$ cat src/hw/rtl/rsws_pkg.sv
// package for the record stack with search: payload structs, codes, control types
// no dependencies
`timescale 1ns / 1ps

package rsws_pkg;

    localparam int DEPTH_DEF = 16;

    localparam logic [2:0] REQ_PUSH   = 3'd0;
    localparam logic [2:0] REQ_POP    = 3'd1;
    localparam logic [2:0] REQ_SEARCH = 3'd2;
    localparam logic [2:0] REQ_PEEK   = 3'd3;
    localparam logic [2:0] REQ_LIST   = 3'd4;

    localparam logic [1:0] ST_OK       = 2'd0;
    localparam logic [1:0] ST_UNDER    = 2'd1;
    localparam logic [1:0] ST_NOTFOUND = 2'd2;
    localparam logic [1:0] ST_OVER     = 2'd3;

    typedef struct packed {
        logic [2:0]         req_type;
        logic [63:0]        key_name_low;
        logic [63:0]        key_name_mid;
        logic [31:0]        key_name_high;
        logic signed [31:0] car_model;
        logic [31:0]        car_price_bits;
    } rsws_in_t;

    typedef struct packed {
        logic [1:0]         status;
        logic [63:0]        out_name_low;
        logic [63:0]        out_name_mid;
        logic [31:0]        out_name_high;
        logic signed [31:0] out_model;
        logic [31:0]        out_price_bits;
        logic               last;
    } rsws_out_t;

    typedef struct packed {
        logic [63:0] name_low;
        logic [63:0] name_mid;
        logic [31:0] name_high;
        logic [31:0] model;
        logic [31:0] price;
    } rsws_entry_t;

    typedef struct packed {
        logic       load_req;
        logic       push_wr;
        logic       rd_en;
        logic       idx_load_top;
        logic       idx_dec;
        logic       cnt_dec;
        logic       out_load_status;
        logic       out_load_entry;
        logic       out_last;
        logic [1:0] out_status;
    } rsws_cmd_t;

    typedef struct packed {
        logic [2:0] req_type;
        logic       empty;
        logic       full;
        logic       match;
        logic       idx_zero;
    } rsws_sts_t;

endpackage

$ cat src/hw/rtl/rsws_dp.sv
// datapath: record memory, count, scan index, request and result registers
// depends on rsws_pkg
`timescale 1ns / 1ps

module rsws_dp
    import rsws_pkg::*;
#(
    parameter int DEPTH = DEPTH_DEF
)
(
    input  logic      clk,
    input  logic      rst_n,
    input  rsws_in_t  req,
    input  rsws_cmd_t cmd,
    output rsws_sts_t sts,
    output rsws_out_t rsp
);

    localparam int AW = (DEPTH > 1) ? $clog2(DEPTH) : 1;
    localparam int CW = $clog2(DEPTH + 1);

    rsws_entry_t mem [DEPTH];
    rsws_entry_t rdata_reg;
    rsws_in_t    req_reg;
    rsws_out_t   rsp_reg;
    rsws_out_t   rsp_next;
    logic [CW-1:0] count_reg;
    logic [CW-1:0] count_next;
    logic [AW-1:0] idx_reg;
    logic [AW-1:0] idx_next;
    logic [CW-1:0] top;
    rsws_entry_t   wdata;

    assign top = count_reg - CW'(1);

    assign wdata.name_low  = req_reg.key_name_low;
    assign wdata.name_mid  = req_reg.key_name_mid;
    assign wdata.name_high = req_reg.key_name_high;
    assign wdata.model     = req_reg.car_model;
    assign wdata.price     = req_reg.car_price_bits;

    always_ff @(posedge clk)
    begin
        if (cmd.push_wr)
        begin
            mem[count_reg[AW-1:0]] <= wdata;
        end
        if (cmd.rd_en)
        begin
            rdata_reg <= mem[idx_reg];
        end
    end

    always_comb
    begin
        count_next = count_reg;
        if (cmd.push_wr)
        begin
            count_next = count_reg + CW'(1);
        end
        else if (cmd.cnt_dec)
        begin
            count_next = top;
        end
    end

    always_comb
    begin
        idx_next = idx_reg;
        if (cmd.idx_load_top)
        begin
            idx_next = top[AW-1:0];
        end
        else if (cmd.idx_dec)
        begin
            idx_next = idx_reg - AW'(1);
        end
    end

    always_comb
    begin
        rsp_next = rsp_reg;
        if (cmd.out_load_status)
        begin
            rsp_next = '0;
            rsp_next.status = cmd.out_status;
            rsp_next.last = 1'b1;
        end
        else if (cmd.out_load_entry)
        begin
            rsp_next.status = ST_OK;
            rsp_next.out_name_low = rdata_reg.name_low;
            rsp_next.out_name_mid = rdata_reg.name_mid;
            rsp_next.out_name_high = rdata_reg.name_high;
            rsp_next.out_model = rdata_reg.model;
            rsp_next.out_price_bits = rdata_reg.price;
            rsp_next.last = cmd.out_last;
        end
    end

    always_ff @(posedge clk or negedge rst_n)
    begin
        if (!rst_n)
        begin
            count_reg <= '0;
        end
        else
        begin
            count_reg <= count_next;
        end
    end

    always_ff @(posedge clk)
    begin
        idx_reg <= idx_next;
        rsp_reg <= rsp_next;
        if (cmd.load_req)
        begin
            req_reg <= req;
        end
    end

    assign sts.req_type = req_reg.req_type;
    assign sts.empty    = (count_reg == '0);
    assign sts.full     = (count_reg == CW'(DEPTH));
    assign sts.idx_zero = (idx_reg == '0);
    assign sts.match    = (rdata_reg.name_low == req_reg.key_name_low)
                        && (rdata_reg.name_mid == req_reg.key_name_mid)
                        && (rdata_reg.name_high == req_reg.key_name_high);

    assign rsp = rsp_reg;

endmodule

$ cat src/hw/rtl/rsws_ctrl.sv
// controller state machine: sequences decode, memory reads, scan and result handoff
// depends on rsws_pkg
`timescale 1ns / 1ps

module rsws_ctrl
    import rsws_pkg::*;
(
    input  logic      clk,
    input  logic      rst_n,
    input  logic      req_valid,
    output logic      req_ready,
    output logic      rsp_valid,
    input  logic      rsp_ready,
    input  rsws_sts_t sts,
    output rsws_cmd_t cmd
);

    localparam logic [2:0] S_IDLE   = 3'd0;
    localparam logic [2:0] S_DECODE = 3'd1;
    localparam logic [2:0] S_READ   = 3'd2;
    localparam logic [2:0] S_CHECK  = 3'd3;
    localparam logic [2:0] S_OUT    = 3'd4;

    logic [2:0] state_reg;
    logic [2:0] state_next;

    always_comb
    begin
        state_next = state_reg;
        cmd = '0;
        unique case (state_reg)
            S_IDLE:
            begin
                if (req_valid)
                begin
                    cmd.load_req = 1'b1;
                    state_next = S_DECODE;
                end
            end
            S_DECODE:
            begin
                unique case (sts.req_type)
                    REQ_PUSH:
                    begin
                        cmd.out_load_status = 1'b1;
                        if (sts.full)
                        begin
                            cmd.out_status = ST_OVER;
                        end
                        else
                        begin
                            cmd.out_status = ST_OK;
                            cmd.push_wr = 1'b1;
                        end
                        state_next = S_OUT;
                    end
                    REQ_POP, REQ_SEARCH, REQ_PEEK, REQ_LIST:
                    begin
                        if (sts.empty)
                        begin
                            cmd.out_load_status = 1'b1;
                            cmd.out_status = ST_UNDER;
                            state_next = S_OUT;
                        end
                        else
                        begin
                            cmd.idx_load_top = 1'b1;
                            state_next = S_READ;
                        end
                    end
                    default:
                    begin
                        state_next = S_IDLE;
                    end
                endcase
            end
            S_READ:
            begin
                cmd.rd_en = 1'b1;
                state_next = S_CHECK;
            end
            S_CHECK:
            begin
                unique case (sts.req_type)
                    REQ_SEARCH:
                    begin
                        if (sts.match)
                        begin
                            cmd.out_load_entry = 1'b1;
                            cmd.out_last = 1'b1;
                            state_next = S_OUT;
                        end
                        else if (sts.idx_zero)
                        begin
                            cmd.out_load_status = 1'b1;
                            cmd.out_status = ST_NOTFOUND;
                            state_next = S_OUT;
                        end
                        else
                        begin
                            cmd.idx_dec = 1'b1;
                            state_next = S_READ;
                        end
                    end
                    REQ_LIST:
                    begin
                        cmd.out_load_entry = 1'b1;
                        cmd.out_last = sts.idx_zero;
                        state_next = S_OUT;
                    end
                    REQ_POP:
                    begin
                        cmd.out_load_entry = 1'b1;
                        cmd.out_last = 1'b1;
                        cmd.cnt_dec = 1'b1;
                        state_next = S_OUT;
                    end
                    default:
                    begin
                        cmd.out_load_entry = 1'b1;
                        cmd.out_last = 1'b1;
                        state_next = S_OUT;
                    end
                endcase
            end
            S_OUT:
            begin
                if (rsp_ready)
                begin
                    if (sts.req_type == REQ_LIST && !sts.idx_zero)
                    begin
                        cmd.idx_dec = 1'b1;
                        state_next = S_READ;
                    end
                    else
                    begin
                        state_next = S_IDLE;
                    end
                end
            end
            default:
            begin
                state_next = S_IDLE;
            end
        endcase
    end

    always_ff @(posedge clk or negedge rst_n)
    begin
        if (!rst_n)
        begin
            state_reg <= S_IDLE;
        end
        else
        begin
            state_reg <= state_next;
        end
    end

    assign req_ready = (state_reg == S_IDLE);
    assign rsp_valid = (state_reg == S_OUT);

endmodule

$ cat src/hw/rtl/record_stack_with_search.sv
// top level of the record stack with search: joins controller and datapath
// depends on rsws_pkg, rsws_ctrl, rsws_dp
//
//   channel | signals                        | word
//   req     | req_valid, req_ready, req      | rsws_in_t, one request
//   rsp     | rsp_valid, rsp_ready, rsp      | rsws_out_t, one result record
//
// one request at a time; req_ready is high only while the controller is idle
// push, overflow and underflow: result word registered in the decode state after the request is captured
// pop and peek: result word follows decode, read and check states (one registered memory read)
// search: a read and a check state per entry scanned from the top; list: read, check and output per record, plus stall
// reset clears the count and the controller state only; record memory needs no clearing pass
`timescale 1ns / 1ps

module record_stack_with_search
    import rsws_pkg::*;
#(
    parameter int DEPTH = DEPTH_DEF
)
(
    input  logic      clk,
    input  logic      rst_n,
    input  logic      req_valid,
    output logic      req_ready,
    input  rsws_in_t  req,
    output logic      rsp_valid,
    input  logic      rsp_ready,
    output rsws_out_t rsp
);

    rsws_cmd_t cmd;
    rsws_sts_t sts;

    rsws_ctrl u_ctrl (
        .clk       (clk),
        .rst_n     (rst_n),
        .req_valid (req_valid),
        .req_ready (req_ready),
        .rsp_valid (rsp_valid),
        .rsp_ready (rsp_ready),
        .sts       (sts),
        .cmd       (cmd)
    );

    rsws_dp #(
        .DEPTH (DEPTH)
    ) u_dp (
        .clk   (clk),
        .rst_n (rst_n),
        .req   (req),
        .cmd   (cmd),
        .sts   (sts),
        .rsp   (rsp)
    );

endmodule

$ cat config.mk
export PLATFORM = sky130hd
export DESIGN_NAME = record_stack_with_search
export DESIGN_NICKNAME = d
export VERILOG_FILES = /design/src/hw/rtl/rsws_pkg.sv /design/src/hw/rtl/rsws_dp.sv /design/src/hw/rtl/rsws_ctrl.sv /design/src/hw/rtl/record_stack_with_search.sv
export SDC_FILE = /design/constraint.sdc
export NUM_CORES = 2
export LEC_CHECK = 0
export BUFFER_PORTS_ARGS = -buffer_cell sky130_fd_sc_hd__clkbuf_2
export CORE_ASPECT_RATIO = 0.8
export CORE_MARGIN = 4
export CORE_UTILIZATION = 54
export CTS_BUF_LIST = sky130_fd_sc_hd__clkbuf_16
export CTS_CLUSTER_DIAMETER = 200
export DETAILED_ROUTE_END_ITERATION = 8
export GPL_ROUTABILITY_DRIVEN = 0
export PLACE_DENSITY = 0.7
export SLEW_MARGIN = 20
export SYNTH_ARGS = -nofsm -noshare
export SYNTH_HDL_FRONTEND = slang
export SYNTH_SLANG_ARGS = --single-unit
$ cat constraint.sdc
create_clock -name clk -period 24.3 [get_ports clk]
set_input_delay 4.86 -clock clk [delete_from_list [all_inputs] [get_ports clk]]
set_output_delay 4.86 -clock clk [all_outputs]
set_load 0.01 [all_outputs]
After elaboration in Yosys (flattened, before gate mapping):

Memories as Yosys holds them, arrays and structs flattened. A register that Yosys moved wholly into a read port is not among the register bits.
Index checks and enable logic that the tools add are counted.

* mux-type cells: 50
* equality and inequality tests: 14
* $add $sub $neg: 3
* reductions and logical operators: 13

Operator list (count)
* 227-bit 2-to-1 mux: 2
* 64-bit == test: 2
* 32-bit == test: 1
* 1-bit 2-to-1 mux: 23
* 3-bit 2-to-1 mux: 6
* 3-bit one-hot mux with 5 select lines: 1
* 2-bit 2-to-1 mux: 7
* 3-bit by 2-bit == test with 1-bit output (second input constant): 4
* 2-bit one-hot mux with 2 select lines: 3
* 5-bit 2-to-1 mux: 2
* 4-bit 2-to-1 mux: 2
* 3-bit by 1-bit == test with 1-bit output (second input constant): 2
* 3-bit == test (second input constant): 2
* 3-bit logical NOT: 2
* 1-bit one-hot mux with 2 select lines: 3
* 3-bit one-hot mux with 2 select lines: 1
* 2-bit nonzero test: 3
* 5-bit by 1-bit adder with 5-bit output (second input constant): 1
* 5-bit == test (second input constant): 1
* 5-bit logical NOT: 1
* 5-bit by 1-bit subtractor with 5-bit output (second input constant): 1
* 4-bit logical NOT: 1
* 4-bit OR reduction: 1
* 4-bit by 1-bit subtractor with 4-bit output (second input constant): 1
* other kinds (5): 7

* word-level logic and storage cells: 97
* register bits after elaboration: 466
* bits of input ports: 231
* memories kept: 1
* memory bits (writable): 3584

Memories
* u_dp.mem: depth 16, bits a word 224, rd ports 1, clocked after memory_dff 1, wr ports 1, RTL line rsws_dp.sv:22 `rsws_entry_t mem [DEPTH];`

Logic depth before layout (Yosys ltp):

* depth after elaboration: 8
* depth in mapped cells: 12
* gate-level depth less buffers: 7

By module:

Synthesis repeated with hierarchy kept, for this count alone.

* cell total of the unflattened synthesis: 8180
* area, all modules: 161040.7 sq um

Modules (own cells, without submodules)
* rsws_dp: sequential area each 125975.8 sq um, area an instance 160617.8 sq um, instances 1, cells an instance 8123
* rsws_ctrl: sequential area each 75.1 sq um, area an instance 422.9 sq um, instances 1, cells an instance 57

Worst setup path after synthesis:

No wires, ideal clock.

* path kind: register -> register
* start: reg u_ctrl.state_reg[2]
* end: reg, netlist name u_dp.rdata_reg[0]
* library setup time: 1131 ps
* data required time: 23169 ps
* slack: 6357 ps
* arrival: 16812 ps
* cell stages (with the launch flop): 3
* buffers on the path: 1
* path through: dfrtp_1 -> clkbuf_1 -> nor3b_1

* longest elaborated chain between the ends: 2

Ends and longest elaborated chain
* from (decl): RTL line rsws_ctrl.sv:24 `logic [2:0] state_reg;`
* from (signal assigned): RTL line rsws_ctrl.sv:156 `state_reg <= state_next;`
* 3-bit by 2-bit == test with 1-bit output: RTL line rsws_ctrl.sv:31 `unique case (state_reg)`
* 1-bit 2-to-1 mux: RTL line rsws_ctrl.sv:31

Every way passes these cells.
A chain may end at the register's enable or synchronous reset.

==> qor.yml <==
coreArea_um2: 298000
overflow: 0
clockRootBuffer: "clkbuf_16"
num_vias: 85600
multi_input_area_um2: 33700
critical_path_required_ns: 24.80
design_area_um2: 182000
startpoint: "req_valid"
final_layout_size_suffix_gt1_frac: 0.207
post-route-period-util: 0.304
cts_setup_buffers: 0
cts_resized: 0
p_sw_frac: 0.285
seq_power_share: 0.492
hp-class: "flop to flop"
path_max_fanout: 49
boundaryPins: 460
htree_num_levels: 5
synth-seq-cells: 4274
rsz0062_at_grt: "no"
path_delay_family: "buffers and inverters"
crit_type: "input port to flop"
crit_chain: "clkbuf_2 -> and2_4 -> buf_4 -> buf_4 -> buf_4"
arrival_ns: 7.90
clock_latency_ns: 0.92
tns_ns: 0
worstMarginPinSlew_ns: 1.19
cts_tree: "yes"
cts_max_path_buffers: 4
ys_types: 41
die_y_um: 498
combinationalPowerShare: 0.182
ys_seq_area_frac: 0.779
finalWirelength_mm: 432
cp_slowest_stage_delay_ns: 0.85
cts_num_sinks: 4274
post-route-util: 0.610
worstSetupStartpointType: "input port"
max_freq_mhz: 135
viasPerCell: 6.43
p_leak_nw: 59.9
synth_edf_count: 4041
area.sequential_um2: 126000
finalWorstSetupSlack_ns: 16.90
crit_buf_inv: 4
synth.avg_cell_area_um2: 19.1
rr_startpoint: "u_dp.idx_reg[0]$_DFFE_PP_"
finalSetupViolations: 0
start_util: 0.543
first_pass_iters: 8
skew_ns: 0.0448
dp_slack_ns: 16.00
drc: 0
yosysWarnings: 0
drt-wirelength-per-cell_um: 32.5
syn-instance-count: 8464
powerDensity_nw_per_um2: 106
fin_crit_ns: 7.40
worstSetupEndpointType: "flop"
fillers: 20700
async_reset_ff_frac: 0.00187
antenna_found_initial: 28
die-area_um2: 309000
cp_common_cell: "buf_4"
maxSlewHeadroom: 0.201
cts_buffers: 404
min_from: "u_dp.rsp[146]$_SDFFE_PP0P_"
status: "completed"
p_int_mw: 13.8
clkTransAtPathRegs_ns: 0.06
drt_iter0_drc: 11800
hpwl_mm: 233
clkPwrFrac: 0.326
final_common_cell: "edfxtp_1"
area_growth_pct: 12.3
ys.flop_type: "edfxtp_1"
drv_cap: 0
ctsHoldBuffers: 0
grt_pass1_wl_mm: 611
final_cell_mix: "edfxtp_1 (4,041), mux2i_1 (674), o21ai_0 (579)"
grt_usage: 0.275
place_area_um2: 168000
fin_nets: 9225
grt_max_degree: 155
crit_path_top_delay_cell: "buf_4"
p_sw_mw: 5.49
synth_fp_nets: 8701
rows: 179
io_buffers: 459
slew_viol_final: 0
hold_viol: 0
ant_nets: 0
first_global_vias: 84300
largest_register_ffs: 3584
syn_area_um2: 162000
ir_drop_mv: 0.0856
dieWidth_um: 620
[synth_stat cells, types with 5 or more instances]
library cell | n | area, um^2
xor2_1 | 155 | 1360
a21oi_1 | 447 | 2240
nor2_1 | 239 | 897
buf_4 | 13 | 97.6
ha_1 | 6 | 75.1
dfxtp_1 | 225 | 4500
nand4_1 | 14 | 87.6
mux4_2 | 448 | 10100
buf_6 | 8 | 90.1
a21oi_2 | 9 | 78.8
dfrtp_1 | 8 | 200
and2_1 | 15 | 93.8
mux2_2 | 224 | 2520
o21ai_1 | 97 | 485
xnor2_1 | 13 | 114
o21ai_0 | 582 | 2910
mux2i_1 | 674 | 6750
and3_1 | 6 | 37.5
buf_2 | 126 | 631
inv_1 | 5 | 18.8
clkbuf_1 | 305 | 1140
nor4_1 | 39 | 244
a22oi_1 | 225 | 1690
edfxtp_1 | 4041 | 121000
nand3_1 | 5 | 25.0
a221oi_1 | 224 | 1960
nor3_1 | 7 | 35.0
nand3b_1 | 224 | 1680
buf_1 | 51 | 191
nand2_1 | 10 | 37.5
[metrics by stage]
stage,std cells,hold WS (ns),power (mW)
after floorplan,8464,0.497,11.7
after global placement,12600,0.475,13.0
after detailed placement,12600,0.474,13.1
after CTS,13300,0.489,19.3
after global routing,13300,0.503,20.0
final,13300,0.486,19.3
[layout make-up]
cell class              instances  share of cell area
diodes                         11            0.000152
clock buffers                 411              0.0566
clock inverters               322              0.0158
inverters                       5            0.000103
multi-input cells            3682               0.186
flip-flops and latches       4274               0.694
well taps                    3982              0.0274
repair buffers                621              0.0205
[path summary, 6_finish.rpt]
path | to | slack (ns) | depth (start not counted)
max | u_dp.req_reg[194]$_DFFE_PP_ | 16.90 | 5
min | u_dp.rsp[146]$_SDFFE_PP0P_ | 0.49 | 2
max reg2reg | u_dp.rdata_reg[188]$_DFFE_PP_ | 18.60 | 10
min reg2reg | u_dp.rsp[146]$_SDFFE_PP0P_ | 0.49 | 2
max in group asynchronous | u_dp.count_reg[1]$_DFFE_PN0P_ | 20.30 | 1
min in group asynchronous | u_ctrl.state_reg[0]$_DFFE_PN0P_ | 3.79 | 1
[power by group through the flow]
stage | Clock [mW] | Combinational [mW] | Sequential (mW)
final | 6.28 | 3.50 | 9.49
after global routing | 6.68 | 3.74 | 9.55
after CTS | 6.35 | 3.51 | 9.48
after detailed placement | 0 | 3.48 | 9.63
after global placement | 0 | 3.45 | 9.58
after floorplan | 0 | 2.25 | 9.50
[worst register-to-register path, delay by kind of cell, from the launching register on]
kind	cells	cell delay, ns
muxes	1	0.43
AOI/OAI and AO/OA	4	0.67
DFF	1	0.33
buffers and inverters	5	3.95
[kinds of logic (layout without fill, tap and decap cells)]
kind of cell	after synthesis	in the layout	share of synthesized area
adder cells (fa/ha/maj)	6	6	0.000464
other	0	11	0
buffers and inverters	508	1359	0.0134
XOR/XNOR	168	168	0.00909
multiplexers	1346	1346	0.120
flip-flops	4274	4274	0.779
AO/OA/AOI/OAI	1587	1587	0.0581
AND/OR/NAND/NOR	575	575	0.0203
[layer usage]
layer,vias to the layer above,global-route usage,routed length (um)
met1,44800,0.391,170000
met4,0,0.107,17700
met3,733,0.0390,36900
met2,4577,0.436,208000
li1,35500,-,-
met5,-,0,0
(Power assumes the default switching activity.)
